### config.mk
export PLATFORM = sky130hd
export DESIGN_NAME = sst_ctrl
export DESIGN_NICKNAME = d
export VERILOG_FILES = /design/src/rtl/core/sst_pkg.sv /design/src/rtl/core/sst_ctrl.sv
export SDC_FILE = /design/constraint.sdc
export NUM_CORES = 1
export LEC_CHECK = 0
export BUFFER_PORTS_ARGS = -buffer_cell sky130_fd_sc_hd__buf_4
export CORE_AREA = 2 2 39 41
export DETAILED_ROUTE_END_ITERATION = 12
export DIE_AREA = 0 0 41 43
export PLACE_DENSITY = 0.64
export SETUP_SLACK_MARGIN = 0.3
export SYNTH_ARGS = -nofsm -noshare
export SYNTH_HDL_FRONTEND = slang
export SYNTH_SLANG_ARGS = --single-unit
### constraint.sdc
create_clock -name clk -period 1.2 [get_ports clk]
set_input_delay 0.12 -clock clk [delete_from_list [all_inputs] [get_ports clk]]
set_output_delay 0.12 -clock clk [all_outputs]
set_load 0.005 [all_outputs]
### src/rtl/core/sst_pkg.sv
`timescale 1ns / 1ps

package sst_pkg;

  localparam int OPCODE_W = 2;
  localparam int KEY_W    = 10;
  localparam int ELEM_W   = 32;
  localparam int COUNT_W  = 9;

  typedef enum logic [1:0] {
    OP_GET    = 2'd0,
    OP_SET    = 2'd1,
    OP_REMOVE = 2'd2,
    OP_NOP    = 2'd3
  } op_t;

  typedef enum logic [1:0] {
    ST_OK     = 2'd0,
    ST_ABSENT = 2'd1,
    ST_FULL   = 2'd2,
    ST_RANGE  = 2'd3
  } status_t;

  typedef enum logic [1:0] {
    SRC_ZERO  = 2'd0,
    SRC_VAL   = 2'd1,
    SRC_RDATA = 2'd2
  } src_t;

  typedef enum logic [2:0] {
    S_CLEAR    = 3'd0,
    S_IDLE     = 3'd1,
    S_DECIDE   = 3'd2,
    S_GET_DATA = 3'd3,
    S_RM_READ  = 3'd4,
    S_RM_MOVE  = 3'd5,
    S_RM_DROP  = 3'd6,
    S_DONE     = 3'd7
  } state_t;

  typedef struct packed {
    logic    capture;
    logic    clear_step;
    logic    set_hit;
    logic    set_new;
    logic    get_rd;
    logic    rm_rd;
    logic    rm_take;
    logic    rm_move;
    logic    rm_drop;
    logic    stage;
    status_t stage_status;
    src_t    stage_src;
    logic    out_load;
  } cmd_t;

  typedef struct packed {
    op_t  op;
    logic in_range;
    logic hit;
    logic full;
    logic clr_last;
    logic out_free;
  } stat_t;

endpackage

### src/rtl/core/sst_ctrl.sv
`timescale 1ns / 1ps

module sst_ctrl (
  input  logic           clk,
  input  logic           rst_n,
  input  logic           in_valid,
  output logic           in_ready,
  input  sst_pkg::stat_t stat,
  output sst_pkg::cmd_t  cmd
);

  sst_pkg::state_t state_r, state_nxt;

  always_ff @(posedge clk) begin
    if (!rst_n) begin
      state_r <= sst_pkg::S_CLEAR;
    end else begin
      state_r <= state_nxt;
    end
  end

  always_comb begin
    state_nxt = state_r;
    cmd       = '0;
    in_ready  = 1'b0;
    unique case (state_r)
      sst_pkg::S_CLEAR: begin
        cmd.clear_step = 1'b1;
        if (stat.clr_last) begin
          state_nxt = sst_pkg::S_IDLE;
        end
      end
      sst_pkg::S_IDLE: begin
        in_ready = 1'b1;
        if (in_valid) begin
          cmd.capture = 1'b1;
          state_nxt   = sst_pkg::S_DECIDE;
        end
      end
      sst_pkg::S_DECIDE: begin
        cmd.stage        = 1'b1;
        cmd.stage_status = sst_pkg::ST_OK;
        cmd.stage_src    = sst_pkg::SRC_ZERO;
        state_nxt        = sst_pkg::S_DONE;
        if (stat.op == sst_pkg::OP_NOP) begin
          cmd.stage_status = sst_pkg::ST_OK;
        end else if (!stat.in_range) begin
          cmd.stage_status = sst_pkg::ST_RANGE;
        end else begin
          unique case (stat.op)
            sst_pkg::OP_GET: begin
              if (stat.hit) begin
                cmd.stage   = 1'b0;
                cmd.get_rd  = 1'b1;
                state_nxt   = sst_pkg::S_GET_DATA;
              end else begin
                cmd.stage_status = sst_pkg::ST_ABSENT;
              end
            end
            sst_pkg::OP_SET: begin
              if (stat.hit) begin
                cmd.set_hit   = 1'b1;
                cmd.stage_src = sst_pkg::SRC_VAL;
              end else if (stat.full) begin
                cmd.stage_status = sst_pkg::ST_FULL;
              end else begin
                cmd.set_new   = 1'b1;
                cmd.stage_src = sst_pkg::SRC_VAL;
              end
            end
            sst_pkg::OP_REMOVE: begin
              if (stat.hit) begin
                cmd.stage  = 1'b0;
                cmd.rm_rd  = 1'b1;
                state_nxt  = sst_pkg::S_RM_READ;
              end else begin
                cmd.stage_status = sst_pkg::ST_ABSENT;
              end
            end
            default: begin
              cmd.stage_status = sst_pkg::ST_OK;
            end
          endcase
        end
      end
      sst_pkg::S_GET_DATA: begin
        cmd.stage        = 1'b1;
        cmd.stage_status = sst_pkg::ST_OK;
        cmd.stage_src    = sst_pkg::SRC_RDATA;
        state_nxt        = sst_pkg::S_DONE;
      end
      sst_pkg::S_RM_READ: begin
        // removed element arrives now, last entry is read next
        cmd.rm_take      = 1'b1;
        cmd.stage        = 1'b1;
        cmd.stage_status = sst_pkg::ST_OK;
        cmd.stage_src    = sst_pkg::SRC_RDATA;
        state_nxt        = sst_pkg::S_RM_MOVE;
      end
      sst_pkg::S_RM_MOVE: begin
        cmd.rm_move = 1'b1;
        state_nxt   = sst_pkg::S_RM_DROP;
      end
      sst_pkg::S_RM_DROP: begin
        cmd.rm_drop = 1'b1;
        state_nxt   = sst_pkg::S_DONE;
      end
      sst_pkg::S_DONE: begin
        if (stat.out_free) begin
          cmd.out_load = 1'b1;
          state_nxt    = sst_pkg::S_IDLE;
        end
      end
      default: begin
        state_nxt = sst_pkg::S_CLEAR;
      end
    endcase
  end

endmodule

# Word level (Yosys, flattened, before mapping)

Cells that the tools add are included.
W data, S select, Z words.

Add/subtract/negate cells: 0
Multipliers: 0
Divide/modulo/power cells: 0
Magnitude comparators: 0
Eq/ne operators: 13
Shifts and indexed selects: 0
Multiplexer cells: 43
Bitwise operators: 0
Reduce and logical (&&, ||, !) cells: 6

Operators by type and width:

| operator             | count |
|---|---|
| $mux W1              | 22 |
| $pmux W3 S7          | 1 |
| $mux W3              | 6 |
| $mux W2              | 8 |
| $eq A3 B3 Y1 const B | 4 |
| $mux W4              | 3 |
| $pmux W5 S2          | 1 |
| $eq A3 B2 Y1 const B | 2 |
| $ne A2 B2 Y1 const B | 3 |
| $pmux W3 S2          | 1 |
| $reduce_or A2 Y1     | 3 |
| $eq A2 B2 Y1 const B | 2 |
| $pmux W2 S2          | 1 |
| $eq A3 B1 Y1 const B | 1 |
| $logic_not A3 Y1     | 1 |
| $reduce_and A3 Y1    | 1 |
| $eq A2 B1 Y1 const B | 1 |
| $logic_not A2 Y1     | 1 |

Flip-flop bits (word level): 3
Latch bits: 0
Bits in writable memories: 0
ROM bits: 0
Bits of input ports: 10
Output and inout port bits: 16
Logic and storage cells: 63
Memories kept: 0

# Logic depth before layout (Yosys ltp)

Word-level depth: 6
Mapped depth: 4
Depth with buffers taken out: 3

# Least setup slack after synthesis

No wires, ideal clock.

Path type: reg2out
From: register state_r[2]
To: output port cmd[5] (netlist name)
Arrival time: 0.936 ns
Required time: 1.080 ns
Path slack: 0.144 ns
Cell stages (with the launch flop): 5
Buffers on the path: 1
Cells stage by stage: dfxtp_1 -> buf_6 -> nor3b_4 -> o21bai_4 -> o21bai_1

RTL lines:

| what                   | RTL line       | text |
|---|---|---|
| start, declared        | sst_ctrl.sv:12 | `sst_pkg::state_t state_r, state_nxt;` |
| start signal, assigned | sst_ctrl.sv:16 | `state_r <= sst_pkg::S_CLEAR;` |
| start signal, assigned | sst_ctrl.sv:18 | `state_r <= state_nxt;` |
| end, declared          | sst_ctrl.sv:9  | `output sst_pkg::cmd_t cmd` |

==> flow_summary.toml <==
[run_status]
outcome = "finished, violations left"
violations = "setup timing"

[setup_path]
cp.required_ps = 1080
ff2ff_path_depth = 5
cp_data_arrival_time_ps = 1220
r2r_slack_ps = -10
r2r-end = "state_r[1]"
rr_startpoint = "state_r[2]"
path_class = "flip-flop to primary output"
crit_fanout = 8
cp-end-kind = "primary output"
start_kind = "flip-flop"
cp-startpoint = "state_r[2]"
endpoint = "cmd[5]"

[worst_hold_path]
holdCritPathClass = "input pin to flip-flop"

[clock_tree]
cts_max_path_buffers = 2
numCtsBuffers = 3
clock-root-buffer = "clkbuf_4"
htree_num_levels = 1
clk_latency_ps = 230
holdBufCountCts = 0
clkSinkCount = 3
path_clk_slew_ps = 40
tritoncts = "done"

[cells_and_area]
drive_gt1_frac = 0.767
largest_reg_flops = 3
regMostFlops = "state_r"
fin_nets = 97
reg.largest.list = "state_r x3"
utilization = 0.590
n_antenna_cell = 0
syn_to_final_growth_pct = 113

[sta]
setup_viol = 16
fin_crit_ps = 1340
hold_viol_final = 0
fin_ws_ps = -143
drv_slew = 0
fin_tns_setup_ps = -1160
worst_pin_slew_ps = 259
rsz0062_at_grt = "true"
slew_headroom = 0.827
fin_skew_ps = 2.03
fmax_mhz = 745
period_share = 1.12

[die]
dieArea_mm2 = 0.00176
chipHeight_um = 43
fp-row-count = 14
core_area_mm2 = 0.00138
start_util = 0.278
ios = 26
die_w_um = 41

[power]
pwr-share-clk = 0.259
p_int_uw = 454
p_sw_frac = 0.326
pwr-share-seq = 0.215
power.switching_uw = 219
combPwrFrac = 0.526
power.leakage_uw = 0.000377
vdd_ir_drop_max_v = 0.000355
powerDensity_mw_per_mm2 = 824

[global_route]
grt_pass1_vias = 452
antenna_found_initial = 0
grt_max_degree = 9
grt_use_total = 0.148
grt_pass1_wl_um = 1800
grt.overflow.total = 0

[routing]
wl_per_cell_um = 11.4
drc = 0
vias = 485
drt_iter0_markers = 1
ant_nets = 0
drtPass1Iterations = 5
viasPerCell = 4.75
wl_um = 1160

[synthesis]
ys_warn_count = 0
synth_enable_flop_cells = 0
synth_most_common_cell = "nor2_1"
synth_top_area_cell = "dfxtp_1"
yosysUniqueCellTypes = 29
synth.top_cell.area_share = 0.156
synth_cells = 44
synthFlopType = "dfxtp_1"
yosysSeqAreaShare = 0.156
post_synth.cell_area_avg_um2 = 8.73
ys_ff_latch = 3
syn_nets = 54
synth.area.top_cells = "dfxtp_1 (16%), nor2_1 (7.8%), buf_6 (5.9%)"
syn_area_um2 = 384
async_reset_ff_frac = 0
synth_common_cells = "nor2_1 (8), dfxtp_1 (3), nand2_1 (3)"

[placement]
portBuffers = 25
dpl.hpwl_um = 812
finalWeightedCongestion = 0.694

[run]
cap_violations = 0
[cell usage in the layout, fill, tap and decap left out, types with 2 or more instances in the layout]
| master | count |
|---|---|
| inv_1 | 2 |
| nor3_2 | 2 |
| buf_6 | 7 |
| nor2_4 | 2 |
| clkbuf_4 | 3 |
| buf_4 | 33 |
| dfxtp_4 | 3 |
| nand2_1 | 3 |
| a211oi_2 | 2 |
| nor2_1 | 7 |
[timing repair]
item | 4_1_cts | 5_1_grt
resized for setup | 17 | 5
pin swaps | 7 | 7
setup buffers | 8 | 4
hold endpoints to repair | 0 | 0
setup endpoints to repair | 19 | 19
[final cells by class]
cell class	instances	area (um^2)
multi-input combinational	36	350
timing repair buffer	41	342
fill	132	567
sequential	3	71.3
inverter	2	7.51
tap	16	20.0
clock buffer	4	26.3
[per-layer routing]
metal  vias up  global-route usage  part of all wire  wire (um)
li1        244                   -                 -          -
met1       218               0.155              0.39        448
met2        23               0.263              0.54        628
met3         0              0.0471             0.073         85
met4         0              0.0400                 0          0
met5         -                   0                 0          0
[stage by stage]
stage	worst slack, ps	total power [uW]	std cells	hold slack, ps	area (um^2)
2_1_floorplan	158	268	44	228	398
3_3_place_gp	19.7	370	86	388	608
3_5_place_dp	0.511	375	86	391	608
4_1_cts	-135	642	98	145	766
5_1_grt	-196	716	102	144	817
6_report	-143	673	102	145	817
[power groups by stage]
stage | registers, uW | logic [uW] | clock network [uW]
floorplan | 123 | 145 | 0
global placement | 144 | 226 | 0
detailed placement | 145 | 230 | 0
CTS | 144 | 315 | 183
global route | 148 | 380 | 189
finish | 145 | 354 | 174
[worst max-delay path, cell delays in order (launching register included)]
cell and delay (ps):
dfxtp_4 360, buf_4 140, buf_8 130, o21bai_4 120, o21bai_1 120, buf_4 120
[logic make-up after synthesis]
family,after synthesis,synth area share
buffers and inverters,5,0.0912
AOI/OAI and AO/OA,9,0.277
and+or+nand+nor,27,0.476
DFF,3,0.156
[worst min path at each step]
stage,startpoint,end,slack (ps),depth (start not counted)
2_1_floorplan,stat[6],state_r[1],230,1
6_report,rst_n,state_r[0],140,3
5_1_grt,rst_n,state_r[0],140,3
3_3_place_gp,rst_n,state_r[0],390,3
4_1_cts,rst_n,state_r[0],140,3
3_5_place_dp,stat[6],state_r[1],390,2
Power figures use the tool's default switching activity.
